===== config.mk =====
export PLATFORM = sky130hd
export DESIGN_NAME = pntt_front
export DESIGN_NICKNAME = d
export VERILOG_FILES = /design/src/rtl/core/pntt_pkg.sv /design/src/rtl/core/pntt_front.sv
export SDC_FILE = /design/constraint.sdc
export NUM_CORES = 1
export LEC_CHECK = 0
export ABC_AREA = 1
export ABC_CLOCK_PERIOD_IN_PS = 1300
export BUFFER_PORTS_ARGS = -buffer_cell sky130_fd_sc_hd__buf_2
export CAP_MARGIN = 20
export CORE_ASPECT_RATIO = 2
export CORE_UTILIZATION = 50
export CTS_CLUSTER_SIZE = 10
export DETAILED_ROUTE_END_ITERATION = 8
export PLACE_DENSITY = 0.72
export SYNTH_ARGS = -nofsm -noshare
export SYNTH_HDL_FRONTEND = slang
export SYNTH_SLANG_ARGS = --single-unit

===== constraint.sdc =====
create_clock -name clk -period 1.3 [get_ports clk]
set_input_delay 0.195 -clock clk [delete_from_list [all_inputs] [get_ports clk]]
set_output_delay 0.195 -clock clk [all_outputs]
set_load 0.01 [all_outputs]

===== src/rtl/core/pntt_pkg.sv =====
// shared types, codes and constants for the periodic next trigger time block
// no dependencies; every other file refers to this package by scoped names
package pntt_pkg;

	localparam int TW = 64;
	localparam int PW = TW - 1;
	localparam int KW = 3;
	localparam int IW = 2;

	// result kind decided in the front stage
	localparam logic [KW-1:0] K_NONE  = 3'd0;
	localparam logic [KW-1:0] K_NEVER = 3'd1;
	localparam logic [KW-1:0] K_START = 3'd2;
	localparam logic [KW-1:0] K_FWD   = 3'd3;
	localparam logic [KW-1:0] K_BEND  = 3'd4;
	localparam logic [KW-1:0] K_BIN   = 3'd5;

	// configuration register indexes
	localparam logic [IW-1:0] REG_REPEAT = 2'd0;
	localparam logic [IW-1:0] REG_START  = 2'd1;
	localparam logic [IW-1:0] REG_END    = 2'd2;
	localparam logic [IW-1:0] REG_PERIOD = 2'd3;

	localparam logic [TW-1:0] T_NEVER = {1'b0, {(TW - 1){1'b1}}};

	typedef struct packed {
		logic          rep_on;
		logic [TW-1:0] st;
		logic [TW-1:0] tend;
		logic [PW-1:0] p;
	} cfg_t;

	typedef struct packed {
		logic [KW-1:0] kind;
		logic [TW-1:0] d;
	} side_t;

	typedef struct packed {
		logic [PW-1:0] rem;
		side_t         side;
	} cell_t;

	typedef struct packed {
		logic [TW-1:0] next_time;
		logic          never;
		logic          updated;
	} res_t;

endpackage


===== src/rtl/core/pntt_front.sv =====
// front stage: classifies the transaction and picks the dividend for the cell chain
// depends on pntt_pkg
module pntt_front (
	input  logic                   clk,
	input  logic                   arst_n,
	input  logic                   adv,
	input  logic                   vin,
	input  logic [pntt_pkg::TW-1:0] cur,
	input  logic                   fwd,
	input  pntt_pkg::cfg_t         cfg,
	output logic                   vout,
	output pntt_pkg::side_t        side
);

	logic                    end_lt_cur;
	logic                    cur_lt_st;
	logic                    end_lt_st;
	logic [pntt_pkg::TW-1:0] d_cur;
	logic [pntt_pkg::TW-1:0] d_end;
	logic [pntt_pkg::TW-1:0] st_m_end;
	logic                    gap_short;
	pntt_pkg::side_t         nxt;
	logic                    v_s1;
	pntt_pkg::side_t         side_s1;

	always_comb begin
		end_lt_cur = $signed(cfg.tend) < $signed(cur);
		cur_lt_st  = $signed(cur) < $signed(cfg.st);
		end_lt_st  = $signed(cfg.tend) < $signed(cfg.st);
		d_cur      = cur - cfg.st;
		d_end      = cfg.tend - cfg.st;
		st_m_end   = cfg.st - cfg.tend;
		gap_short  = st_m_end < {1'b0, cfg.p};
		nxt.d      = d_cur;
		nxt.kind   = pntt_pkg::K_NEVER;
		if (!cfg.rep_on) begin
			nxt.kind = pntt_pkg::K_NONE;
		end else if (cfg.p == '0) begin
			nxt.kind = pntt_pkg::K_NEVER;
		end else if (fwd) begin
			if (end_lt_cur) begin
				nxt.kind = pntt_pkg::K_NEVER;
			end else if (!cur_lt_st) begin
				nxt.kind = pntt_pkg::K_FWD;
			end else if (end_lt_st) begin
				nxt.kind = pntt_pkg::K_NEVER;
			end else begin
				nxt.kind = pntt_pkg::K_START;
			end
		end else begin
			if (cur_lt_st) begin
				nxt.kind = pntt_pkg::K_NEVER;
			end else if (end_lt_cur) begin
				if (!end_lt_st) begin
					nxt.kind = pntt_pkg::K_BEND;
					nxt.d    = d_end;
				end else if (gap_short) begin
					nxt.kind = pntt_pkg::K_START;
				end else begin
					nxt.kind = pntt_pkg::K_NEVER;
				end
			end else if (d_cur == '0) begin
				nxt.kind = pntt_pkg::K_NEVER;
			end else begin
				nxt.kind = pntt_pkg::K_BIN;
			end
		end
	end

	always_ff @(posedge clk or negedge arst_n) begin
		if (!arst_n) begin
			v_s1 <= 1'b0;
		end else if (adv) begin
			v_s1 <= vin;
		end
	end

	always_ff @(posedge clk) begin
		if (adv) begin
			side_s1 <= nxt;
		end
	end

	assign vout = v_s1;
	assign side = side_s1;

endmodule


==> results of run 1 <==
## per-stage QoR
stage	setup WS, ns	util	cell area [sq um]
floorplan	-2.01	-	21500
global placement	-2.62	0.788	32900
detailed placement	-2.68	0.788	32900
CTS	-2.00	0.840	35100
## layer usage
metal,global-route usage,overflow
met3,0.510,6
met4,0.794,241
met1,0.713,6
met5,0.113,1
met2,1.01,735
## cell families after synthesis
logic type | count (synthesis)
muxes | 1
buffers and inverters | 883
AOI/OAI and AO/OA | 686
DFF | 68
adders and majority gates | 319
and+or+nand+nor | 1611
xor gates and xnor gates | 143
## synthesized netlist by cell type, types with 23 or more instances
library cell  number
xor2_1            93
nand3b_1          23
nor3_1            31
clkbuf_2          27
nand2_1         1003
inv_1            786
xnor2_1           50
inv_2             30
nand3_1          133
nand4_1           31
a21o_1            31
a21oi_1          347
edfxtp_1          67
o21ai_1           51
nor2_1           334
ha_1             316
o21ai_0          149
## repair_timing
item / in CTS
resized for setup: 284
pin swaps: 77
cloned: 8
endpoints found under the setup margin: 67
hold buffers: 1
buffers inserted: 38
hold endpoints to repair: 1
==> qor.yml, run 1 <==
synth:
  synth_fa_ha_area_frac: 0.190
  syn_area_per_cell_sq_um: 5.70
  synth_top_family_by_area: "simple AND/OR/NAND/NOR gates"
  ys_seq_area_frac: 0.0963
  synth-main-ff-cell: "edfxtp_1"
  synth.top_cell.area_share: 0.187
  syn_area_sq_um: 21200
  synthSimpleGateAreaFrac: 0.312
  async_flop_share: 0.0147
  synth_cell_types: 58
  synth_warnings: 0
  synth_compound_area_frac: 0.180
  muxShareOfSynthArea: 0.000532
  synth_seq_cells: 68
  netlist_instances: 3711
  synth_edf_count: 67
  yosys-top-cells-area: "ha_1, nand2_1, inv_1"
  synth_fp_nets: 4291
  synth_top_cell_by_area: "ha_1"
  synth_xor_area_frac: 0.0592
die:
  start_util: 0.507
  die_h_um: 293
  row_count: 106
  fp.dieW_um: 147
  io-pin-count: 329
global_routing:
  grt_max_degree: 23
  grt_use_total: 0.749
  grt_pass1_wl_um: 251000
  grt.overflow.total: 989
  first_global_vias: 37187
placement:
  place.gp.congestion: 1.25
  hpwlAfterDp_um: 107000
  port_buffers: 328
  placedCellCount: 5767
clock_tree:
  cts_buffer_depth: 2
  cts_buffers: 9
  htree_num_levels: 3
  root_buffer: "clkbuf_16"
  clock_sinks: 68
run_status:
  haltStage: "5_1_grt"
  outcome: "stopped before the end"
  stop_error: "[ERROR GRT-0116] Global routing finished with congestion. Check the congestion regions in the DRC Viewer."
==> inputs of run 2 (changes only) <==
--- a/config.mk
+++ b/config.mk
@@ -9,11 +9,9 @@
 export ABC_CLOCK_PERIOD_IN_PS = 1300
 export BUFFER_PORTS_ARGS = -buffer_cell sky130_fd_sc_hd__buf_2
 export CAP_MARGIN = 20
-export CORE_ASPECT_RATIO = 2
-export CORE_UTILIZATION = 50
-export CTS_CLUSTER_SIZE = 10
+export CORE_UTILIZATION = 35
 export DETAILED_ROUTE_END_ITERATION = 8
-export PLACE_DENSITY = 0.72
+export PLACE_DENSITY_LB_ADDON = 0.15
 export SYNTH_ARGS = -nofsm -noshare
 export SYNTH_HDL_FRONTEND = slang
 export SYNTH_SLANG_ARGS = --single-unit
==> run 2 against run 1 <==
Net effect:
- the flow now finishes, with violations (setup timing)
- synthesized area unchanged
- synthesized cell count stayed put
==> qor.yml, run 2 <==
synth:
  synth_warnings: 0
  muxShareOfSynthArea: 0.000532
  synth.top_cell.area_share: 0.187
  netlist_instances: 3711
  synth_xor_area_frac: 0.0592
  synthSimpleGateAreaFrac: 0.312
  ys_seq_area_frac: 0.0963
  synth_fp_nets: 4291
  netlist_top_cells_count: "nand2_1, inv_1, a21oi_1"
  yosys.cell_count.top_type: "nand2_1"
  synth_top_cell_by_area: "ha_1"
  synth_cell_types: 58
  synth_compound_area_frac: 0.180
  yosys-top-cells-area: "ha_1, nand2_1, inv_1"
  syn_area_sq_um: 21200
  synth_top_family_by_area: "simple AND/OR/NAND/NOR gates"
  syn_area_per_cell_sq_um: 5.70
  synth_fa_ha_area_frac: 0.190
  synth_seq_cells: 68
  synth_edf_count: 67
  synth-main-ff-cell: "edfxtp_1"
  async_flop_share: 0.0147
sta:
  hold_viol_final: 0
  worst_pin_slew_ns: 0.608
  drv_slew: 0
  period_needed_ns: 3.32
  rsz0062_at_grt: "true"
  finalWorstSetupSlack_ns: -2.02
  hold_ws_ns: 0.0208
  post-route-period-util: 2.55
  setup_viol: 67
  fmax_ghz: 0.301
  fin_skew_ns: 0
  max-slew-margin-rel: 0.590
global_routing:
  grt_max_degree: 28
  antenna_found_initial: 4
  grt.overflow.total: 0
  first_global_vias: 29461
  grt_pass1_wl_um: 172000
  grt_use_total: 0.381
worst_setup_path:
  worstSetupPathType: "in -> reg"
  critPathMaxStageDelay_ns: 0.41
  critPathArrivalTime_ns: 3.49
  ff2ff_setup_slack_ns: 0.56
  cpMostUsedCell: "nand2_1"
  worstPathMaxFanout: 6
  timing.critical_path.slowest_stage_cell: "or3b_4"
  setup.worst_path.start_class: "input port"
  rr_startpoint: "vout$_DFFE_PN0P_"
  r2r_end: "vout$_DFFE_PN0P_"
  critPathCaptureType: "flip-flop"
  worstPathCellList: "buf_2, inv_1, ha_4, buf_4, a21oi_4, o21ai_2, buf_4, nand2_1, nand2_1, nand2_1, nand2_1, a31oi_2, xor2_1, inv_1, ha_4, nand2_2, or3b_4, nor3_4, nor4b_4, nand3_1, nand3_1, a21oi_1"
  rr_worst_depth: 1
  cp_data_required_time_ns: 1.47
placement:
  port_buffers: 328
  placedCellCount: 6016
  hpwlAfterDp_um: 102000
  place.gp.congestion: 1.09
  dpl_cell_area_sq_um: 33300
cells_and_area:
  syn2layout_area_growth_pct: 84.3
  drive_gt1_frac: 0.476
  n_fill_cell: 5288
  final_cells: 6165
  final_cell_mix: "buf_4, nand2_1, inv_1"
  fin_area_sq_um: 39000
  final_common_cell: "buf_4"
  nNetsFinal: 5965
  largest_reg_flops: 67
clock_tree:
  cts_buffers: 9
  clk_latency_ns: 0.40
  root_buffer: "clkbuf_16"
  cts_buffer_depth: 2
  clock_sinks: 68
  clk_pin_slew_worst_paths_ns: 0.08
  cts_tree: "done"
  htree_num_levels: 3
die:
  core_area_sq_um: 59400
  die_h_um: 248
  row_count: 89
  io-pin-count: 329
  fp.dieArea_sq_um: 61400
  start_util: 0.357
  fp.dieW_um: 248
hold_path:
  min_to: "vout$_DFFE_PN0P_"
  hold_start: "vin"
  hold_depth: 2
  hold_path_class: "in -> reg"
power_and_ir_drop:
  power_leakage_nw: 21.2
  finalPower_w: 0.0261
  ir_worst_vdd_v: 0.000775
  power_density_nw_per_um2: 669
routing:
  wl_per_cell_um: 19.8
  totalWireLength_um: 122000
  num_vias: 31124
  drc: 0
  drt_iter0_markers: 2830
  drt_pass1_iterations: 6
  via_per_inst: 5.05
  drtAntennaViolNets: 0
run:
  max_cap_viol_count: 0
run_status:
  outcome: "finished, violations left"
  failed_checks: "setup timing"
==> run 2: cell counts after synthesis <==
No cell type changed its count.
==> run 2: critical path, delay by kind of cell <==
family                   cells  cell delay [ns]
AO/OA/AOI/OAI                4             0.49
XOR/XNOR                     1             0.21
adder cells (fa/ha/maj)      2             0.54
buffers and inverters        5             0.66
AND/OR/NAND/NOR             10             1.42
==> run 2: how the worst max path moves through the flow <==
stage / from / to / depth (start not counted)
floorplan: cfg[130] / side[65]$_SDFFCE_PP0P_ / 21
global placement: cfg[96] / side[64]$_SDFFCE_PN0P_ / 27
detailed placement: cfg[71] / side[65]$_SDFFCE_PP0P_ / 21
CTS: cfg[127] / side[65]$_SDFFCE_PP0P_ / 23
global route: cfg[87] / side[64]$_SDFFCE_PN0P_ / 26
finish: cfg[97] / side[65]$_SDFFCE_PP0P_ / 22
==> run 2: logic make-up (layout without fill, tap and decap cells) <==
kind of cell,after synthesis,after routing
simple gates,1611,1611
buf+inv,883,2562
compound gates,686,686
fa+ha+maj,319,319
xor+xnor,143,143
flops,68,68
mux,1,1
other cells,0,2
==> run 2: report_power, final <==
part | leakage, nW | total, W | internal, W | switching, W
sequential | 0.668 | 0.00306 | 0.00288 | 0.000182
combinational | 20.4 | 0.0204 | 0.00941 | 0.0110
clock | 0.131 | 0.00261 | 0.00128 | 0.00132
==> run 2: per-stage QoR <==
step	TNS (ns)	util	setup WS, ns
floorplan	-83.75	-	-2.01
CTS	-103.93	0.631	-1.90
finish	-108.96	0.657	-2.02
global placement	-149.02	0.562	-2.70
global route	-111.99	0.657	-2.16
detailed placement	-144.52	0.562	-2.73
==> run 2: repair_timing <==
| item | 4_1_cts | 5_1_grt |
|---|---|---|
| hold buffers | 1 | 0 |
| resized for setup | 667 | 362 |
| pin swaps | 154 | 159 |
| hold endpoints to repair | 1 | 0 |
| buffers inserted | 86 | 48 |
| setup endpoints to repair | 67 | 67 |
| cloned | 12 | 0 |
==> run 2: area by class of cell <==
| type | count | area (sq um) | area share |
|---|---|---|---|
| clock buffer | 9 | 225 | 0.00577 |
| clock inverter | 7 | 42.5 | 0.00109 |
| timing repair buffer | 1729 | 12700 | 0.327 |
| inverter | 817 | 3140 | 0.0804 |
| antenna | 2 | 5.00 | 0.000128 |
| sequential | 68 | 2040 | 0.0522 |
| tap | 773 | 967 | 0.0248 |
| multi-input combinational | 2760 | 19800 | 0.509 |
==> run 2: per-layer routing <==
layer,track usage,vias up,share of wire,routed length [um]
met1,0.502,14305,0.42,51200
met5,0,-,0.00016,20
met4,0.176,2,0.054,6590
li1,-,15098,-,-
met2,0.601,1428,0.44,53300
met3,0.0669,291,0.091,11100
Note: power is estimated with default switching activity, not from simulation.
