==> config.mk <==
export PLATFORM = sky130hd
export DESIGN_NAME = pntt_cell
export DESIGN_NICKNAME = d
export VERILOG_FILES = /design/src/rtl/core/pntt_pkg.sv /design/src/rtl/core/pntt_cell.sv
export SDC_FILE = /design/constraint.sdc
export NUM_CORES = 1
export LEC_CHECK = 0
export CORE_MARGIN = 3
export CORE_UTILIZATION = 30
export DETAILED_ROUTE_END_ITERATION = 8
export DONT_BUFFER_PORTS = 1
export PLACE_DENSITY_LB_ADDON = 0.08
export SETUP_SLACK_MARGIN = 0.1
export SLEW_MARGIN = 20
export SYNTH_ARGS = -nofsm -noshare
export SYNTH_HDL_FRONTEND = slang
export SYNTH_SLANG_ARGS = --single-unit
==> constraint.sdc <==
create_clock -name clk -period 1.2 [get_ports clk]
set_input_delay 0 -clock clk [delete_from_list [all_inputs] [get_ports clk]]
set_output_delay 0 -clock clk [all_outputs]
set_load 0.01 [all_outputs]
==> src/rtl/core/pntt_pkg.sv <==
// shared types, codes and constants for the periodic next trigger time block
// no dependencies; every other file refers to this package by scoped names
package pntt_pkg;

	localparam int TW = 64;
	localparam int PW = TW - 1;
	localparam int KW = 3;
	localparam int IW = 2;

	// result kind decided in the front stage
	localparam logic [KW-1:0] K_NONE  = 3'd0;
	localparam logic [KW-1:0] K_NEVER = 3'd1;
	localparam logic [KW-1:0] K_START = 3'd2;
	localparam logic [KW-1:0] K_FWD   = 3'd3;
	localparam logic [KW-1:0] K_BEND  = 3'd4;
	localparam logic [KW-1:0] K_BIN   = 3'd5;

	// configuration register indexes
	localparam logic [IW-1:0] REG_REPEAT = 2'd0;
	localparam logic [IW-1:0] REG_START  = 2'd1;
	localparam logic [IW-1:0] REG_END    = 2'd2;
	localparam logic [IW-1:0] REG_PERIOD = 2'd3;

	localparam logic [TW-1:0] T_NEVER = {1'b0, {(TW - 1){1'b1}}};

	typedef struct packed {
		logic          rep_on;
		logic [TW-1:0] st;
		logic [TW-1:0] tend;
		logic [PW-1:0] p;
	} cfg_t;

	typedef struct packed {
		logic [KW-1:0] kind;
		logic [TW-1:0] d;
	} side_t;

	typedef struct packed {
		logic [PW-1:0] rem;
		side_t         side;
	} cell_t;

	typedef struct packed {
		logic [TW-1:0] next_time;
		logic          never;
		logic          updated;
	} res_t;

endpackage

==> src/rtl/core/pntt_cell.sv <==
// one restoring division cell: shifts in one dividend bit and subtracts the period
// depends on pntt_pkg
module pntt_cell (
	input  logic                   clk,
	input  logic                   arst_n,
	input  logic                   adv,
	input  logic                   vin,
	input  pntt_pkg::cell_t        din,
	input  logic                   dbit,
	input  logic [pntt_pkg::PW-1:0] p,
	output logic                   vout,
	output pntt_pkg::cell_t        dout
);

	logic [pntt_pkg::TW-1:0] trial;
	logic [pntt_pkg::TW-1:0] diff;
	logic                    ge;
	pntt_pkg::cell_t         nxt;
	logic                    v_q;
	pntt_pkg::cell_t         d_q;

	always_comb begin
		trial    = {din.rem, dbit};
		diff     = trial - {1'b0, p};
		ge       = trial >= {1'b0, p};
		nxt.side = din.side;
		nxt.rem  = ge ? diff[pntt_pkg::PW-1:0] : trial[pntt_pkg::PW-1:0];
	end

	always_ff @(posedge clk or negedge arst_n) begin
		if (!arst_n) begin
			v_q <= 1'b0;
		end else if (adv) begin
			v_q <= vin;
		end
	end

	always_ff @(posedge clk) begin
		if (adv) begin
			d_q <= nxt;
		end
	end

	assign vout = v_q;
	assign dout = d_q;

endmodule

==> metrics.txt, run 1 <==
clk_lat worst skew=~0.42 ns; CTS root buffer=clkbuf_16; R2R cell count=1; hold depth=0; Psw=5.50 mW; Worst Skew=0 ns; Worst Hold Path EP=dout[118]$_DFFE_PP_; final worst-path cycle share=1.84; share of cells above drive strength 1=0.355; largest family of logic cells by synthesized area=compound AO/OA/AOI/OAI gates; GR Util All Layers=0.202; Flop pwr share=0.367; total gr overflow=0; post-synthesis simple-gate area fraction=0.146; DR iter-0 viols=398; most used flip-flop cell after synthesis=edfxtp_1; Avg Vias per Cell=between 4 and 5; endpoint type of the worst setup path=flop; worst rel slew slack=0.538; Post-synth EDFFs=130; Setup-failing EPs final=63; Comb pwr share=0.315; hold path start=adv; Pins Over Slew Limit=0; largest net degree at the start of global routing=132; compound-gate portion of the synthesized area=0.218; initial cell density of the core=0.307; Post-Synth XOR/XNOR Area=0.0459; WP data arrival=approximately 2.4 ns; CTS max path bufs=2; worst reg2reg startpoint=vout$_DFFE_PN0P_; failing checks=hold timing, setup timing; Yosys warnings=0; synth cell count leaders=edfxtp_1 (130), a21oi_1 (103), inv_1 (81); R2R Path End=vout$_DFFE_PN0P_; Area contributors post-synth=edfxtp_1 (43%), ha_1 (8.6%), a21oi_1 (5.6%); dpl cells=1,547; final worst path period need=between 2 and 2.5 ns; Final Wtd Congestion=roughly 0.84; element type at the critical path start=primary input; Data required, critical path=about 1.4 ns; final hold violations=61; Mapped Nets=between 1,000 and 1,500; CTS H-tree lvls=4; clock edge transition at the registers on the reported setup and hold paths=roughly 0.080 ns; dpl hpwl=approximately 25 mm; Max VDD drop=964 µV; Die X=around 180 µm; Layout Nets=between 1,500 and 2,000; critical path peak fanout=2; register area share after synthesis=0.429; CTS tree=yes; clk sinks=roughly 130; crit path kind=primary input to flop; Synth Area in Adders=0.0883; Clock Power Share=0.318; Seq cells post-synth=~130; mux cell area share after synthesis=0.00355; PnR worst setup slack=-1.00 ns; Finished Core Util=0.486; Worst Tran Pin Value=approximately 0.7 ns; Final ANT Viol Nets=0; Synth area leader=edfxtp_1; WHS=-0.302 ns; upper clock frequency limit=around 450 MHz; RSZ-0062 raised after global routing=yes; Hold Path Class=primary input to flop; global-route wire length before repair=slightly above 50 mm; most numerous cell in the Yosys netlist=edfxtp_1; Routed wire per std cell=19.3 µm; Leak Pwr=6.12 nW; worst slack at placement=-1.75 ns; setup TNS=-57.11 ns; Post-synth ARST share=0.00763; initial antenna violation count=1; internal power=between 10 and 15 mW; Die Y=between 150 and 200 µm; P&R area growth vs syn=58.5%; Netlist Area Pre-Place=~0.009 mm²; Num CTS Buffers=17; vias in the first global route=roughly 9,000; Finished Layout Cells=about 1,800; Syn Area/Cell=~9.8 µm²; row cnt=between 60 and 70; outcome=finished with violations; R2R Setup Slk=0.38 ns; top cell type's share of synthesized area=0.426; Sw Share=0.318; Core Footprint=~0.030 mm²; vias=around 8,500; IO Pins=approximately 330; unique cell type count in the Yosys netlist=81; DRC=0; Power per Cell Area=around 1200 mW/mm²; # Max-Cap Violations=0; port bufs=0; wire length after detailed routing=33.9 mm; die area=~0.033 mm²; cells after synthesis=930; Detailed Routing Iterations Pass 1=7
## metal layers
| layer | vias up | wire length (µm) | global-route usage |
|---|---|---|---|
| met1 | 3960 | 14800 | 0.255 |
| met3 | 17 | 2050 | 0.0495 |
| li1 | 4264 | - | - |
| met2 | 245 | 16700 | 0.351 |
| met4 | 0 | 291 | 0.0396 |
| met5 | - | 0 | 0 |
## worst max-delay path, cell delays in order
cell       delay, ns
inv_8           0.01
ha_4            0.14
fa_2            0.36
nor2b_4         0.13
o21ai_2         0.07
a21oi_2         0.19
or2_4           0.16
o2111ai_4       0.15
buf_6           0.15
a2111o_1        0.41
buf_4           0.17
a211oi_4        0.22
o211a_1         0.18
nor3_2          0.04
## logic make-up after synthesis
group | Yosys count
simple gates | 264
mux | 3
flops | 131
buf+inv | 126
compound gates | 294
xor+xnor | 48
fa+ha+maj | 64
## timing repair
action	in CTS	in global routing
hold endpoints to repair	262	135
hold buffers	130	2
setup endpoints to repair	63	63
pin swaps	40	10
gates cloned	6	1
gates resized for setup	101	11
buffers inserted	30	7
## state kept, by name, summed over array words and instances (netlist names)
signal	count
vout	1
dout	130
## worst max path at each step
stage          cells after the start  slack, ns  start             endpoint
6_report                          14      -1.00   dbit  dout[119]$_DFFE_PP_
5_1_grt                           13      -1.12   dbit  dout[127]$_DFFE_PP_
3_3_place_gp                      11      -1.65  p[31]  dout[122]$_DFFE_PP_
3_5_place_dp                      11      -1.75  p[33]  dout[122]$_DFFE_PP_
2_1_floorplan                     12      -1.19   dbit  dout[127]$_DFFE_PP_
4_1_cts                           13      -1.09   dbit  dout[127]$_DFFE_PP_
## cell usage in the layout (no fill, tap or decap), types with 25 or more instances in the layout
cell           count
edfxtp_1         130
dlygate4sd3_1    132
inv_1             78
a21oi_2           25
o21ai_0           38
nand2_1           74
ha_1              44
xnor2_1           27
nor2_1            66
a21oi_1           90
buf_4            287
a21o_1            26
## power groups by stage
stage	clock network [mW]	registers [mW]	logic, mW
after floorplan	0	6.28	2.60
after detailed placement	0	6.45	4.31
after CTS	5.67	6.35	5.36
after global routing	5.86	6.38	5.97
after global placement	0	6.46	4.30
final	5.49	6.33	5.44
## layout make-up
| class | instances | area [µm²] |
|---|---|---|
| multi-input cells | 677 | 5310 |
| fillers | 2836 | 15400 |
| clock inverters | 14 | 168 |
| inverters | 81 | 314 |
| well taps | 390 | 488 |
| repair buffers | 444 | 3880 |
| diodes | 1 | 2.50 |
| clock buffers | 18 | 429 |
| flip-flops and latches | 131 | 3930 |
## per-stage QoR
stage | power (mW) | area (µm²)
after detailed placement | 10.8 | 11500
after global routing | 18.2 | 14500
after global placement | 10.8 | 11500
final | 17.3 | 14500
after floorplan | 8.88 | 9310
after CTS | 17.4 | 14400
No activity file was read; power rests on OpenSTA's default activity.
==> inputs of run 2 (changes only) <==
--- a/config.mk
+++ b/config.mk
@@ -5,10 +5,10 @@
 export SDC_FILE = /design/constraint.sdc
 export NUM_CORES = 1
 export LEC_CHECK = 0
+export BUFFER_PORTS_ARGS = -buffer_cell sky130_fd_sc_hd__buf_2
 export CORE_MARGIN = 3
 export CORE_UTILIZATION = 30
 export DETAILED_ROUTE_END_ITERATION = 8
-export DONT_BUFFER_PORTS = 1
 export PLACE_DENSITY_LB_ADDON = 0.08
 export SETUP_SLACK_MARGIN = 0.1
 export SLEW_MARGIN = 20
==> run 2 against run 1 <==
  * Largest power group is now combinational cells
  * Critical path depth stayed put
  * Largest cell class unchanged
  * The flow finishes with violations (setup timing)
  * Critical path type unchanged
  * Routed wire length increased by 6.7%
  * Die area stayed put
==> metrics.txt, run 2 (synthesis results as in run 1) <==
R2R Setup Slk=between 0.4 and 0.5 ns; Worst Tran Pin Value=roughly 0.77 ns; initial cell density of the core=0.307; Die Y=approximately 180 µm; final worst path period need=~2.3 ns; Met1 Routed Length=~15 mm; DRC=0; wire length after detailed routing=around 36 mm; outcome=finished with violations; global-route wire length before repair=between 50 and 60 mm; Max VDD drop=just over 800 µV; DR iter-0 viols=approximately 330; element type at the critical path start=primary input; initial antenna violation count=4; CP max-delay cell=a2111o_1; Finished Core Util=0.570; RSZ-0062 raised after global routing=yes; Worst Skew=0 ns; largest net degree at the start of global routing=between 40 and 50; share of cells above drive strength 1=0.547; metal3 WL=around 1.8 mm; Hold Path Class=primary input to flop; Avg Vias per Cell=about 4.7; Finished Layout Cells=approximately 2,100; dpl cells=about 1,900; P&R area growth vs syn=86.1%; Layout Nets=1,943; commonest non-fill, non-tap cells in the layout=buf_2 (320), buf_4 (279), edfxtp_1 (130), dlygate4sd3_1 (123), inv_1 (74); Pins Over Slew Limit=0; GR Util All Layers=0.214; delay-heaviest family, CP=compound AO/OA/AOI/OAI gates; Routed wire per std cell=~17 µm; Setup-failing EPs final=between 60 and 70; Setup crit end=dout[119]$_DFFE_PP_; final hold violations=0; die area=about 0.033 mm²; WP data arrival=between 2 and 2.5 ns; Final Wtd Congestion=about 0.82; row cnt=63; Num CTS Buffers=17; max incr delay on CP=roughly 0.44 ns; worst reg2reg startpoint=vout$_DFFE_PN0P_; Data required, critical path=around 1.4 ns; failing checks=setup timing; worst rel slew slack=0.482; Final ANT Viol Nets=0; WHS=a little under 0.007 ns; CTS H-tree lvls=4; CTS max path bufs=2; CTS tree=yes; endpoint type of the worst setup path=flop; Core Footprint=about 0.030 mm²; max reg flops=130; Leak Pwr=~7.6 nW; critical path peak fanout=3; R2R Path End=vout$_DFFE_PN0P_; clock edge transition at the registers on the reported setup and hold paths=approximately 0.080 ns; Power per Cell Area=roughly 1100 mW/mm²; CTS root buffer=clkbuf_16; clk_lat worst skew=0.42 ns; worst path buffer plus inverter count=3; Detailed Routing Iterations Pass 1=4; commonest non-fill, non-tap cell in the layout=buf_2; Die X=around 180 µm; port bufs=between 300 and 400; upper clock frequency limit=approximately 440 MHz; R2R cell count=1; final worst-path cycle share=1.88; CP cell instances=buf_8, inv_8, ha_4, fa_2, nor2b_4, o21ai_2, a21oi_2, or2_4, o2111ai_4, a2111o_1, buf_4, a211oi_4, o211a_1, nor3_2; # Max-Cap Violations=0; WP depth=14; PnR worst setup slack=-1.05 ns; total gr overflow=0; IO Pins=329; Crit. Startpoint=dbit; met2 WL post-DR=18.4 mm; dpl hpwl=around 26 mm; vias=between 9,000 and 10,000; Top Metal Used=met5; crit path kind=primary input to flop; clk sinks=131; vias in the first global route=10,300
run 2: cell count changes in the layout (fill, tap and decap cells not counted), moves of 18 or more:
| cell | previous run | this run |
|---|---|---|
| buf_2 | 0 | 320 |
| nor2_4 | 11 | 40 |
| a21oi_1 | 90 | 69 |
| a21oi_2 | 25 | 43 |
| nor2_1 | 66 | 32 |
run 2: report_power, final:
group          internal (mW)  leakage, nW  switching [mW]
Combinational           3.90         6.05            3.70
Sequential              5.73         1.29           0.140
Clock                   2.92        0.269            2.40
Total                   12.6         7.60            6.24
run 2: worst min path at each step:
| stage | start | endpoint | slack (ns) | depth (start not counted) |
|---|---|---|---|---|
| 2_1_floorplan | arst_n | vout$_DFFE_PN0P_ | -0.30 | 0 |
| 3_3_place_gp | arst_n | vout$_DFFE_PN0P_ | -0.23 | 1 |
| 3_5_place_dp | arst_n | vout$_DFFE_PN0P_ | -0.22 | 1 |
| 4_1_cts | din[108] | dout[109]$_DFFE_PP_ | 0.002 | 4 |
| 5_1_grt | din[108] | dout[109]$_DFFE_PP_ | 0.002 | 4 |
| 6_report | din[108] | dout[109]$_DFFE_PP_ | 0.007 | 4 |
run 2: final cells by class:
type,instances,area [µm²]
diodes,1,2.50
multi-input cells,676,5940
well taps,390,488
repair buffers,774,5790
fillers,2741,12800
clock buffers,17,425
clock inverters,15,148
inverters,81,314
flip-flops and latches,131,3930
run 2: metal layers:
metal  up-vias  global-route usage
met2       255               0.383
met1      4633               0.269
li1       4926                   -
met3        30              0.0383
met5         -                   0
met4         4              0.0510
run 2: metrics by stage:
stage	instance area (µm²)	setup TNS (ns)	setup slack, ns	total power [mW]
finish	17000	-61.23	-1.05	18.8
global route	17000	-68.14	-1.15	19.8
CTS	16600	-60.44	-1.09	18.6
detailed placement	13200	-94.88	-1.64	11.6
global placement	13200	-93.01	-1.61	11.6
floorplan	9310	-69.23	-1.19	8.88
run 2: tightest hold or removal path, cell delays in order:
cell	delay [ns]
buf_2	0.10
buf_4	0.10
nand2_1	0.04
o21ai_1	0.08
run 2: repair_timing:
action	in CTS	in global routing
setup buffers	37	7
hold buffers	123	0
hold endpoints to repair	125	0
cloned	14	1
pin swaps	58	44
setup endpoints to repair	63	63
gates resized for setup	203	106
==> inputs of run 3 (changes only) <==
--- a/config.mk
+++ b/config.mk
@@ -9,6 +9,7 @@
 export CORE_MARGIN = 3
 export CORE_UTILIZATION = 30
 export DETAILED_ROUTE_END_ITERATION = 8
+export HOLD_SLACK_MARGIN = 0.05
 export PLACE_DENSITY_LB_ADDON = 0.08
 export SETUP_SLACK_MARGIN = 0.1
 export SLEW_MARGIN = 20
==> constraint.sdc (replaced) <==
create_clock -name clk -period 2.15 [get_ports clk]
set_input_delay 0 -clock clk [delete_from_list [all_inputs] [get_ports clk]]
set_output_delay 0 -clock clk [all_outputs]
set_load 0.01 [all_outputs]
==> run 3 against run 2 <==
  * The run still ends with setup timing left
  * Count of clock-buffer cells in the layout increased by 1
  * Via count decreased by 0.80%
  * Die area unchanged
  * Core utilization shrank 0.72 points
  * Sequential power decreased by 44%
  * Routed wire length decreased by 1.2%
  * Clock skew stayed put
  * Worst hold slack gained 0.093 ns
  * First-iteration DRC count shrank 0.61%
  * Cell count shrank 0.24%
  * Combinational power is 46% lower
  * Critical endpoint unchanged
==> metrics.txt, run 3 (synthesis results as in run 1) <==
outcome=finished with violations; failing checks=setup timing; Ant. Diodes=0; Worst Skew=0 ns; Power per Cell Area=between 600 and 700 mW/mm²; hold path start=p[1]; Data required, critical path=about 2.3 ns; register area=about 0.0039 mm²; vias in the first global route=10,000; worst slack at placement=-0.648 ns; commonest non-fill, non-tap cells in the layout=buf_2 (321), buf_4 (279), dlygate4sd3_1 (133), edfxtp_1 (130), inv_1 (74); crit path kind=primary input to flop; Routed wire per std cell=around 17 µm; share of cells above drive strength 1=0.536; PnR worst setup slack=-0.0547 ns; global-route wire length before repair=53.3 mm; Num CTS Buffers=17; CTS max path bufs=2; CTS root buffer=clkbuf_16; row cnt=63; clock edge transition at the registers on the reported setup and hold paths=about 0.07 ns; Die X=between 150 and 200 µm; port bufs=between 300 and 400; IO Pins=about 330; Max VDD drop=~530 µV; P&R area growth vs syn=83.7%; critical path peak fanout=3; commonest non-fill, non-tap cell in the layout=buf_2; dpl hpwl=approximately 26 mm; CP cell instances=buf_8, inv_8, ha_4, fa_2, nor2b_4, o21ai_2, a21oi_2, or2_4, o2111ai_4, a2111o_1, buf_4, a211oi_4, o211a_1, nor3_2; upper clock frequency limit=between 400 and 500 MHz; Pins Over Slew Limit=0; initial cell density of the core=0.307; WP data arrival=2.40 ns; Multi-input gate area=between 0.005 and 0.006 mm²; GR Util All Layers=0.203; Crit. Startpoint=dbit; final hold violations=0; Setup-failing EPs final=12; total gr overflow=0; Layout Nets=about 1,900; max incr delay on CP=~0.44 ns; Leak Pwr=about 7.6 nW; setup TNS=-0.200 ns; Hold Path Class=primary input to flop; initial antenna violation count=3; Final Wtd Congestion=slightly above 0.8; CTS H-tree lvls=4; met1 usage=0.260; vias=between 9,000 and 10,000; CTS tree=yes; RSZ-0062 raised after global routing=yes; WHS=~0.1 ns; Die Y=~180 µm; DR iter-0 viols=roughly 330; max reg flops=130; Detailed Routing Iterations Pass 1=5; GR Util met3=0.0407; clk sinks=131; largest net degree at the start of global routing=52; Avg Vias per Cell=~4.7; final worst path period need=~2.2 ns; busiest layer in global routing=met2; clk_lat worst skew=0.42 ns; Worst Tran Pin Value=0.771 ns; M2 GR Usage=0.361; worst reg2reg startpoint=vout$_DFFE_PN0P_; final worst-path cycle share=1.03; # Max-Cap Violations=0; CP max-delay cell=a2111o_1; # fillers=between 2,000 and 3,000; wire length after detailed routing=between 30 and 40 mm; Final ANT Viol Nets=0; die area=between 0.03 and 0.04 mm²; DRC=0; element type at the critical path start=primary input; worst rel slew slack=0.480; R2R Setup Slk=1.41 ns; endpoint type of the worst setup path=flop; Core Footprint=around 0.030 mm²
-- run 3: cell types whose count changed in the layout (fill, tap and decap cells not counted), sizes merged --
cell	change
buf	-16
dlygate4sd3	+10
clkbuf	+6
or2	-3
clkinv	-1
diode	-1
-- run 3: worst paths after layout --
check                                      end  cells past startpoint
max                        dout[119]$_DFFE_PP_                     14
min                         dout[68]$_DFFE_PP_                      3
max reg2reg                   vout$_DFFE_PN0P_                      1
min reg2reg                   vout$_DFFE_PN0P_                      1
max in group asynchronous     vout$_DFFE_PN0P_                      3
min in group asynchronous     vout$_DFFE_PN0P_                      3
-- run 3: report_power, final --
part,internal [mW],switching (mW)
registers,3.20,0.0885
clock network,1.63,1.32
logic,2.08,2.00
total,6.91,3.41
-- run 3: critical path: cells and delay by family --
| family | cells | cell delay (ns) |
|---|---|---|
| and+or+nand+nor | 3 | 0.34 |
| buffers and inverters | 3 | 0.29 |
| adders and majority gates | 2 | 0.52 |
| AOI/OAI and AO/OA | 6 | 1.25 |
-- run 3: cell type report --
cell class / count / share of cell area
multi-input cells: 673 / 0.347
clock buffers: 18 / 0.0255
repair buffers: 773 / 0.338
flip-flops and latches: 131 / 0.234
well taps: 390 / 0.0290
clock inverters: 14 / 0.00855
inverters: 81 / 0.0187
-- run 3: timing repair --
action                                 4_1_cts  5_1_grt
endpoints found under the hold margin      161        1
gates resized for setup                     71      202
setup endpoints to repair                   59       63
pin swaps                                   24       76
buffers inserted                            12       21
cloned                                       2        7
hold buffers                               131        2
-- run 3: through the flow --
stage,cells,util,power (mW),cell area (µm²)
global route,2080,0.563,10.9,16800
global placement,1874,0.442,6.47,13200
detailed placement,1874,0.442,6.49,13200
finish,2080,0.563,10.3,16800
CTS,2051,0.523,9.87,15600
floorplan,930,-,4.95,9310
-- run 3: routing by layer --
layer  wire, µm  part of all wire
met5         30           0.00084
met2      18200              0.51
met4        347            0.0097
met3       1740             0.049
met1      15400              0.43
