[src/rtl/core/pntt_pkg.sv]
// shared types, codes and constants for the periodic next trigger time block
// no dependencies; every other file refers to this package by scoped names
package pntt_pkg;

	localparam int TW = 64;
	localparam int PW = TW - 1;
	localparam int KW = 3;
	localparam int IW = 2;

	// result kind decided in the front stage
	localparam logic [KW-1:0] K_NONE  = 3'd0;
	localparam logic [KW-1:0] K_NEVER = 3'd1;
	localparam logic [KW-1:0] K_START = 3'd2;
	localparam logic [KW-1:0] K_FWD   = 3'd3;
	localparam logic [KW-1:0] K_BEND  = 3'd4;
	localparam logic [KW-1:0] K_BIN   = 3'd5;

	// configuration register indexes
	localparam logic [IW-1:0] REG_REPEAT = 2'd0;
	localparam logic [IW-1:0] REG_START  = 2'd1;
	localparam logic [IW-1:0] REG_END    = 2'd2;
	localparam logic [IW-1:0] REG_PERIOD = 2'd3;

	localparam logic [TW-1:0] T_NEVER = {1'b0, {(TW - 1){1'b1}}};

	typedef struct packed {
		logic          rep_on;
		logic [TW-1:0] st;
		logic [TW-1:0] tend;
		logic [PW-1:0] p;
	} cfg_t;

	typedef struct packed {
		logic [KW-1:0] kind;
		logic [TW-1:0] d;
	} side_t;

	typedef struct packed {
		logic [PW-1:0] rem;
		side_t         side;
	} cell_t;

	typedef struct packed {
		logic [TW-1:0] next_time;
		logic          never;
		logic          updated;
	} res_t;

endpackage

[src/rtl/core/pntt_post.sv]
// back end: turns the remainder into the grid offset and forms the trigger time
// depends on pntt_pkg
module pntt_post (
	input  logic                   clk,
	input  logic                   arst_n,
	input  logic                   adv,
	input  logic                   vin,
	input  pntt_pkg::cell_t        din,
	input  pntt_pkg::cfg_t         cfg,
	input  logic [pntt_pkg::TW-1:0] span,
	output logic                   vout,
	output pntt_pkg::res_t         res
);

	logic                         v_s1;
	logic [pntt_pkg::KW-1:0]      kind_s1;
	logic [pntt_pkg::TW-1:0]      q_s1;
	logic                         zr_s1;
	logic                         v_s2;
	logic [pntt_pkg::KW-1:0]      kind_s2;
	logic [pntt_pkg::TW:0]        off_s2;
	logic [pntt_pkg::TW:0]        off_nxt;
	logic [pntt_pkg::TW-1:0]      back_p;
	logic [pntt_pkg::TW-1:0]      sum;

	// grid point at or below the dividend
	always_ff @(posedge clk) begin
		if (adv) begin
			kind_s1 <= din.side.kind;
			q_s1    <= din.side.d - {1'b0, din.rem};
			zr_s1   <= din.rem == '0;
		end
	end

	// exact hit in backward time steps one period further back
	always_comb begin
		back_p = zr_s1 ? {1'b0, cfg.p} : '0;
		case (kind_s1)
			pntt_pkg::K_FWD: off_nxt = {1'b0, q_s1} + {2'b0, cfg.p};
			pntt_pkg::K_BIN: off_nxt = {1'b0, q_s1 - back_p};
			default:         off_nxt = {1'b0, q_s1};
		endcase
	end

	always_ff @(posedge clk) begin
		if (adv) begin
			kind_s2 <= kind_s1;
			off_s2  <= off_nxt;
		end
	end

	always_ff @(posedge clk or negedge arst_n) begin
		if (!arst_n) begin
			v_s1 <= 1'b0;
			v_s2 <= 1'b0;
		end else if (adv) begin
			v_s1 <= vin;
			v_s2 <= v_s1;
		end
	end

	always_comb begin
		sum = cfg.st + off_s2[pntt_pkg::TW-1:0];
		res = '{next_time: sum, never: 1'b0, updated: 1'b1};
		case (kind_s2)
			pntt_pkg::K_NONE: begin
				res = '{next_time: '0, never: 1'b0, updated: 1'b0};
			end
			pntt_pkg::K_NEVER: begin
				res = '{next_time: pntt_pkg::T_NEVER, never: 1'b1, updated: 1'b1};
			end
			pntt_pkg::K_START: begin
				res.next_time = cfg.st;
			end
			pntt_pkg::K_FWD: begin
				if (off_s2[pntt_pkg::TW] || (off_s2[pntt_pkg::TW-1:0] > span)) begin
					res = '{next_time: pntt_pkg::T_NEVER, never: 1'b1, updated: 1'b1};
				end
			end
			default: begin
				res.next_time = sum;
			end
		endcase
	end

	assign vout = v_s2;

endmodule

[config.mk]
export PLATFORM = sky130hd
export DESIGN_NAME = pntt_post
export DESIGN_NICKNAME = d
export VERILOG_FILES = /design/src/rtl/core/pntt_pkg.sv /design/src/rtl/core/pntt_post.sv
export SDC_FILE = /design/constraint.sdc
export NUM_CORES = 1
export LEC_CHECK = 0
export BUFFER_PORTS_ARGS = -buffer_cell sky130_fd_sc_hd__buf_4
export CAP_MARGIN = 20
export CORE_ASPECT_RATIO = 0.8
export CORE_UTILIZATION = 40
export CTS_CLUSTER_SIZE = 24
export DETAILED_ROUTE_END_ITERATION = 6
export SYNTH_ARGS = -nofsm -noshare
export SYNTH_HDL_FRONTEND = slang
export SYNTH_SLANG_ARGS = --single-unit
export TNS_END_PERCENT = 20
[constraint.sdc]
create_clock -name clk -period 5 [get_ports clk]
set_input_delay 0.25 -clock clk [delete_from_list [all_inputs] [get_ports clk]]
set_output_delay 0.25 -clock clk [all_outputs]
set_load 0.01 [all_outputs]
==> results.sh, run 1 <==
export IMPL_status="finished, final reports clean"
export IMPL_port_buffers=391
export IMPL_cts_clk_slew_worst_paths_ps=60
export IMPL_syn_avg_cell_area_um2=7.78
export IMPL_timing_setup_tns_ps=0
export IMPL_hold_viol_final=0
export IMPL_finalWirelength_um=82200
export IMPL_area_growth_synth_to_finish_pct=19.1
export IMPL_maximum_number_of_pins_on_one_net_before_global_route_repair=72
export IMPL_timing_slew_headroom_pct=30.5
export IMPL_power_density_nw_per_um2=307
export IMPL_cts_resized_gates=0
export IMPL_filler_cell_count=5508
export IMPL_globalRouteOverflowTotal=0
export IMPL_cts_buffers_inserted=17
export IMPL_yosys_cell_count_top_type="sky130_fd_sc_hd__a21oi_1"
export IMPL_leakage_uw=0.0122
export IMPL_dpl_worst_slack_ps=740
export IMPL_ys_seq_elements=138
export IMPL_worstRegToRegCells=12
export IMPL_area_fraction_of_the_dominant_cell_type_after_synthesis_pct=18.2
export IMPL_final_max_slew_viol_count=0
export IMPL_crit_path_frequent_cell="sky130_fd_sc_hd__a21oi_1"
export IMPL_initialDrtViolationCount=2139
export IMPL_buf_inv_on_cp=2
export IMPL_synth_top_cells_by_area="sky130_fd_sc_hd__edfxtp_1 (18%), sky130_fd_sc_hd__ha_1 (18%), sky130_fd_sc_hd__a21oi_1 (8.0%)"
export IMPL_synth_enable_flop_cells=136
export IMPL_clock_latency_ps=440
export IMPL_grt_use_total_pct=28.1
export IMPL_grt_pass1_wl_um=124000
export IMPL_vias_per_cell=5.86
export IMPL_start_util_pct=40.5
export IMPL_required_worst_endpoint_ps=4750
export IMPL_die_height_um=214
export IMPL_tritoncts="built"
export IMPL_grt_antenna_before_repair=5
export IMPL_final_critical_path_setup_slack_ps=293
export IMPL_routabilityCongestion=0.988
export IMPL_design_core_area_um2=55300
export IMPL_synth_top_cells_by_count="sky130_fd_sc_hd__a21oi_1 (359), sky130_fd_sc_hd__ha_1 (316), sky130_fd_sc_hd__nand2_1 (236), sky130_fd_sc_hd__inv_1 (216), sky130_fd_sc_hd__o21ai_0 (197)"
export IMPL_ant_nets=0
export IMPL_ctsLongestPathBuffers=2
export IMPL_drt_pass1_iter_count=5
export IMPL_routed_wire_length_per_instance_um=20.8
export IMPL_ys_async_sr_fraction_pct=1.45
export IMPL_worst_slew_pin_slew_ps=1040
export IMPL_critPathKind="flop to primary output"
export IMPL_yosysWarnings=0
export IMPL_crit_path_top_delay_cell="sky130_fd_sc_hd__o41a_1"
export IMPL_fmax_mhz=212
export IMPL_ios=457
export IMPL_rsz_0062_raised_after_global_routing="no"
export IMPL_report_final_setup_viol=0
export IMPL_finalCritPeriodShare_pct=94.1
export IMPL_worstSetupStartpointType="flop"
export IMPL_post_route_drc_count=0
export IMPL_critical_path_cell_chain="ha_1, inv_1, fa_1, nand2b_1, a21oi_1, o21ai_1, a31oi_4, a31oi_1, o41a_1, o31a_1, o22ai_1, o311ai_1, xor2_1, a21oi_1, buf_4"
export IMPL_cp_top_delay_family="compound AO/OA/AOI/OAI gates"
export IMPL_total_number_of_vias=23188
export IMPL_post_cts_repair_setup_buffers=0
export IMPL_total_number_of_clock_tree_sinks=138
export IMPL_postSynth_topFlopCell="sky130_fd_sc_hd__edfxtp_1"
export IMPL_synth_cell_types=87
export IMPL_post_cts_hold_buffer_count=4
export IMPL_min_delay_path_depth=2
export IMPL_die_w_um=267
export IMPL_synth_top_area_cell="sky130_fd_sc_hd__edfxtp_1"
export IMPL_ctsRootBufferMaster="sky130_fd_sc_hd__clkbuf_16"
export IMPL_timing_critical_path_to_type="primary output"
export IMPL_worstPathArrival_ps=4460
export IMPL_worstSetupPathDepth=15
export IMPL_dp_hpwl_um=69300
export IMPL_clock_skew_ps=7.92
export IMPL_ctsHtreeMaxLevel=4
export IMPL_post_route_cells_drive_above_1_share_pct=15.6
export IMPL_worstPathMaxFanout=5
export IMPL_fp_row_count=77
export IMPL_slowest_delay_ps=490
export IMPL_synthesis_nets=3587
export IMPL_die_area_um2=56900
export IMPL_final_nets=3901
export IMPL_layout_min_cycle_time_ps=4710
export IMPL_vdd_ir_drop_max_v=0.000234
export IMPL_drv_cap=0
export IMPL_worstHoldPathType="input pin to flop"
export IMPL_vias_in_the_first_global_route=21394
export IMPL_synth_seq_area_share_pct=18.5
export IMPL_post_synth_inst_count=2877
export IMPL_netlist_area_um2=22400
-- layer usage --
metal / global-route usage, % / share of wire (%) / vias up
li1: - / - / 11395
met1: 44.1 / 51 / 10809
met2: 40.0 / 40 / 907
met3: 2.86 / 7.0 / 75
met4: 7.21 / 1.8 / 2
met5: 0 / 0.013 / -
-- cells in the final DEF (no fill, tap or decap), drive strengths merged, types with 9 or more instances in the layout --
| master | instances |
|---|---|
| o21ai | 215 |
| nand4 | 66 |
| edfxtp | 136 |
| ha | 316 |
| xor2 | 92 |
| o211ai | 18 |
| nor3 | 30 |
| or3 | 10 |
| nand2b | 29 |
| o21a | 35 |
| a211oi | 24 |
| a22oi | 46 |
| a21boi | 12 |
| o31a | 11 |
| buf | 413 |
| xnor2 | 137 |
| a31oi | 30 |
| o21bai | 60 |
| a21o | 164 |
| inv | 216 |
| nor2b | 27 |
| a21oi | 360 |
| nand2 | 236 |
| a221o | 42 |
| nor4 | 22 |
| a221oi | 10 |
| clkbuf | 17 |
| clkinv | 9 |
| and2 | 15 |
| nor2 | 152 |
| o31ai | 13 |
| nand3 | 67 |
| and3 | 28 |
| a211o | 9 |
| or2 | 14 |
-- final timing paths --
| kind | startpoint | to | slack, ps |
|---|---|---|---|
| setup / recovery | off_s2[0]$_DFFE_PP_ | res[64] | 290 |
| hold / removal | vin | v_s1$_DFFE_PN0P_ | 50 |
| setup reg to reg | q_s1[1]$_DFFE_PP_ | off_s2[57]$_DFFE_PP_ | 530 |
| hold reg to reg | kind_s1[0]$_DFFE_PP_ | kind_s2[0]$_DFFE_PP_ | 490 |
| max in group asynchronous | arst_n | vout$_DFFE_PN0P_ | 4780 |
| min in group asynchronous | arst_n | v_s1$_DFFE_PN0P_ | 130 |
-- stage by stage --
stage / utilization [%] / instances / total power, uW / hold WS (ps) / area, um^2
finish: 48.2 / 3958 / 8170 / 47.5 / 26700
global route: 48.2 / 3958 / 8730 / 47.3 / 26700
CTS: 48.1 / 3953 / 8090 / 22.2 / 26600
detailed placement: 47.0 / 3917 / 6790 / 33.7 / 26000
global placement: 47.0 / 3917 / 6760 / 31.8 / 26000
floorplan: - / 2877 / 5130 / -45.6 / 22400
-- final cells by class --
type                       count  area [um^2]  area share, %
tap                          750          938           3.52
clock inverter                15          158          0.591
antenna                        4         10.0         0.0376
inverter                     216          811           3.04
multi-input combinational   2401        17000           63.8
timing repair buffer         417         3180           11.9
sequential                   138         4130           15.5
clock buffer                  17          425           1.60
-- worst reg2reg max path, cell delays in order (launching register included) --
cell	delay, ps
sky130_fd_sc_hd__edfxtp_1	500
sky130_fd_sc_hd__ha_1	340
sky130_fd_sc_hd__a211oi_1	410
sky130_fd_sc_hd__o211a_1	340
sky130_fd_sc_hd__o221ai_1	260
sky130_fd_sc_hd__a211oi_2	460
sky130_fd_sc_hd__o21ai_1	190
sky130_fd_sc_hd__a221oi_2	490
sky130_fd_sc_hd__nor3_2	130
sky130_fd_sc_hd__o41ai_2	380
sky130_fd_sc_hd__o41ai_2	140
sky130_fd_sc_hd__xnor2_1	150
sky130_fd_sc_hd__o21ai_0	410
-- registers in the layout (all words and copies together) (netlist names) --
name,flops
kind_s2,3
v_s1,1
zr_s1,1
off_s2,65
vout,1
q_s1,64
kind_s1,3
-- power breakdown --
part	switching [uW]	internal [uW]
Clock	485	772
Sequential	251	1540
Combinational	2950	2170
-- cell families (layout without fill, tap and decap cells) --
kind of cell             Yosys count  after routing  share of synthesized area (%)
buffers and inverters            338            665                           5.74
XOR/XNOR                         229            229                           8.96
multiplexers                      10             10                          0.458
AND/OR/NAND/NOR                  721            721                           15.7
flip-flops                       138            138                           18.5
AO/OA/AOI/OAI                   1121           1121                           32.7
other                              0              4                              0
adder cells (fa/ha/maj)          320            320                           18.0
Note: power is estimated with default switching activity, not from simulation.
==> inputs of run 2 (changes only) <==
--- a/config.mk
+++ b/config.mk
@@ -5,12 +5,14 @@
 export SDC_FILE = /design/constraint.sdc
 export NUM_CORES = 1
 export LEC_CHECK = 0
+export ABC_AREA = 1
 export BUFFER_PORTS_ARGS = -buffer_cell sky130_fd_sc_hd__buf_4
 export CAP_MARGIN = 20
 export CORE_ASPECT_RATIO = 0.8
 export CORE_UTILIZATION = 40
 export CTS_CLUSTER_SIZE = 24
 export DETAILED_ROUTE_END_ITERATION = 6
+export GPL_TIMING_DRIVEN = 0
 export SYNTH_ARGS = -nofsm -noshare
 export SYNTH_HDL_FRONTEND = slang
 export SYNTH_SLANG_ARGS = --single-unit
==> constraint.sdc (replaced) <==
create_clock -name clk -period 5 [get_ports clk]
set_input_delay 0.25 -clock clk [delete_from_list [all_inputs] [get_ports clk]]
set_output_delay 0.25 -clock clk [all_outputs]
set_load 0.05 [all_outputs]
==> results.sh, run 2 <==
export IMPL_ctsHtreeMaxLevel=4
export IMPL_cp_endpoint="off_s2[46]$_DFFE_PP_"
export IMPL_synth_top_cells_by_count="sky130_fd_sc_hd__nand2_1 (1334), sky130_fd_sc_hd__inv_1 (751), sky130_fd_sc_hd__nor2_1 (511), sky130_fd_sc_hd__a21oi_1 (425), sky130_fd_sc_hd__nand3_1 (411)"
export IMPL_grt_use_total_pct=35.3
export IMPL_timing_critical_path_to_type="flop"
export IMPL_worstHoldStart="din[63]"
export IMPL_post_dp_area_um2=31800
export IMPL_placed_cells=6053
export IMPL_area_growth_synth_to_finish_pct=17.0
export IMPL_die_w_um=296
export IMPL_ys_seq_elements=138
export IMPL_fp_row_count=85
export IMPL_finalWirelength_um=126000
export IMPL_syn_avg_cell_area_um2=5.84
export IMPL_port_buffers=391
export IMPL_grt_pass1_wl_um=184000
export IMPL_post_route_drc_count=5
export IMPL_violations="DRC"
export IMPL_largest_register_ffs=65
export IMPL_final_max_slew_viol_count=0
export IMPL_tritoncts="built"
export IMPL_worstPathArrival_ps=4340
export IMPL_leakage_uw=0.0160
export IMPL_netlist_area_um2=27700
export IMPL_layout_common_cells="sky130_fd_sc_hd__nand2_1 (1334), sky130_fd_sc_hd__inv_1 (751), sky130_fd_sc_hd__nor2_1 (511)"
export IMPL_most_common_library_cell_in_the_layout_ignoring_fill_and_taps="sky130_fd_sc_hd__nand2_1"
export IMPL_timing_setup_tns_ps=0
export IMPL_drt_pass1_iter_count=7
export IMPL_multi_input_area_um2=20500
export IMPL_worstHoldPathType="input pin to flop"
export IMPL_worstRegToRegCells=15
export IMPL_reg2reg_setup_slack_ps=810
export IMPL_filler_cell_count=7600
export IMPL_final_standard_cell_area_without_fillers_um2=32400
export IMPL_post_cts_repair_setup_buffers=0
export IMPL_yosys_cell_count_top_type="sky130_fd_sc_hd__nand2_1"
export IMPL_worst_slew_pin_slew_ps=1220
export IMPL_postSynth_topFlopCell="sky130_fd_sc_hd__edfxtp_1"
export IMPL_total_number_of_clock_tree_sinks=138
export IMPL_clock_latency_ps=460
export IMPL_grt_antenna_before_repair=4
export IMPL_worstPathMaxFanout=10
export IMPL_initialDrtViolationCount=2632
export IMPL_ctsLongestPathBuffers=2
export IMPL_design_core_area_um2=67900
export IMPL_ios=457
export IMPL_dp_hpwl_um=112000
export IMPL_cts_buffers_inserted=17
export IMPL_ys_async_sr_fraction_pct=1.45
export IMPL_rsz_0062_raised_after_global_routing="no"
export IMPL_synthesis_nets=5458
export IMPL_layout_min_cycle_time_ps=4190
export IMPL_largest_register_by_flop_count="off_s2"
export IMPL_report_final_setup_viol=0
export IMPL_power_density_nw_per_um2=284
export IMPL_synth_cell_types=60
export IMPL_yosysWarnings=0
export IMPL_post_synth_inst_count=4748
export IMPL_hold_viol_final=0
export IMPL_routed_wire_length_per_instance_um=20.7
export IMPL_post_route_util_pct=47.8
export IMPL_ctsRootBufferMaster="sky130_fd_sc_hd__clkbuf_16"
export IMPL_routabilityCongestion=1.12
export IMPL_finalCritPeriodShare_pct=83.7
export IMPL_vias_in_the_first_global_route=31280
export IMPL_worstSetupStartpointType="flop"
export IMPL_vdd_ir_drop_max_v=0.000227
export IMPL_total_number_of_vias=32602
export IMPL_timing_rr_end="off_s2[46]$_DFFE_PP_"
export IMPL_globalRouteOverflowTotal=0
export IMPL_fmax_mhz=239
export IMPL_synth_seq_area_share_pct=14.9
export IMPL_regArea_um2=4130
export IMPL_post_route_cells_drive_above_1_share_pct=11.4
export IMPL_die_height_um=237
export IMPL_vias_per_cell=5.35
export IMPL_final_nets=5874
export IMPL_required_worst_endpoint_ps=5160
export IMPL_timing_slew_headroom_pct=18.2
export IMPL_synth_top_cells_by_area="sky130_fd_sc_hd__nand2_1 (18%), sky130_fd_sc_hd__edfxtp_1 (15%), sky130_fd_sc_hd__ha_1 (14%)"
export IMPL_critical_r2r_launch="zr_s1$_DFFE_PP_"
export IMPL_synth_enable_flop_cells=136
export IMPL_status="finished, violations left"
export IMPL_top_regs="off_s2: 65 flops, q_s1: 64 flops"
export IMPL_maximum_number_of_pins_on_one_net_before_global_route_repair=77
export IMPL_die_area_um2=70300
export IMPL_critPathKind="flop to flop"
export IMPL_drv_cap=0
export IMPL_ant_nets=0
export IMPL_synth_top_area_cell="sky130_fd_sc_hd__nand2_1"
export IMPL_finish_cell_count_without_fillers=6092
export IMPL_area_fraction_of_the_dominant_cell_type_after_synthesis_pct=18.1
export IMPL_cts_clk_slew_worst_paths_ps=60
export IMPL_start_util_pct=40.8
export IMPL_clock_skew_ps=11.5
export IMPL_worstSetupStartpoint="zr_s1$_DFFE_PP_"
## run 2: worst max-delay path: stages (launching register included)
cell,delay [ps]
sky130_fd_sc_hd__edfxtp_1,410
sky130_fd_sc_hd__clkbuf_1,500
sky130_fd_sc_hd__clkbuf_1,570
sky130_fd_sc_hd__nand2_1,190
sky130_fd_sc_hd__ha_1,410
sky130_fd_sc_hd__nand2_1,110
sky130_fd_sc_hd__nor2_1,130
sky130_fd_sc_hd__inv_1,70
sky130_fd_sc_hd__nor2_1,240
sky130_fd_sc_hd__inv_1,110
sky130_fd_sc_hd__nor2_1,400
sky130_fd_sc_hd__o21ai_0,180
sky130_fd_sc_hd__nand3b_1,220
sky130_fd_sc_hd__a21oi_1,90
sky130_fd_sc_hd__nand2_1,90
sky130_fd_sc_hd__nand3_1,150
## run 2: metal layers
metal / global-route usage [%] / routed length, um / up-vias
li1: - / - / 16468
met1: 44.7 / 54200 / 14539
met2: 57.7 / 56100 / 1293
met3: 4.23 / 8430 / 298
met4: 20.1 / 7580 / 4
met5: 0 / 23 / -
## run 2: how the worst min path moves through the flow
stage	cells past startpoint	slack, ps	endpoint
global placement	1	30	vout$_DFFE_PN0P_
floorplan	0	-50	v_s1$_DFFE_PN0P_
finish	2	90	q_s1[63]$_DFFE_PP_
global route	2	100	q_s1[63]$_DFFE_PP_
detailed placement	1	40	v_s1$_DFFE_PN0P_
CTS	2	80	q_s1[63]$_DFFE_PP_
## run 2: cells by family after synthesis
group | synth area share, %
and+or+nand+nor | 39.6
AOI/OAI and AO/OA | 16.9
buffers and inverters | 11.2
adders and majority gates | 14.6
DFF | 14.9
xor gates and xnor gates | 2.81
## run 2: stage by stage
step                      hold WS [ps]  total power (uW)  setup slack, ps
after floorplan                  -45.6              5780             2300
after global placement            33.4              7870              961
after detailed placement          35.8              7880              939
after CTS                         81.4              9110              916
after global routing              95.1              9880              624
final                             92.8              9220              814
## run 2: layout make-up
type	count	share of cell area [%]
tap	913	3.52
sequential	138	12.7
clock inverter	13	0.370
inverter	768	8.89
clock buffer	19	1.34
antenna	2	0.0154
timing repair buffer	397	9.30
buffer	46	0.695
multi-input combinational	3796	63.1
## run 2: power by group
part           internal, uW  switching, uW  total, uW  leakage, uW
Sequential             1530            278       1810      0.00136
Combinational          2000           4220       6220       0.0143
Clock                   684            515       1200     0.000254
Total                  4210           5010       9220       0.0160
## run 2: timing repair
action,in CTS,in global routing
hold buffers,5,0
endpoints found under the hold margin,6,0
setup endpoints to repair,0,0
gates resized for setup,0,0
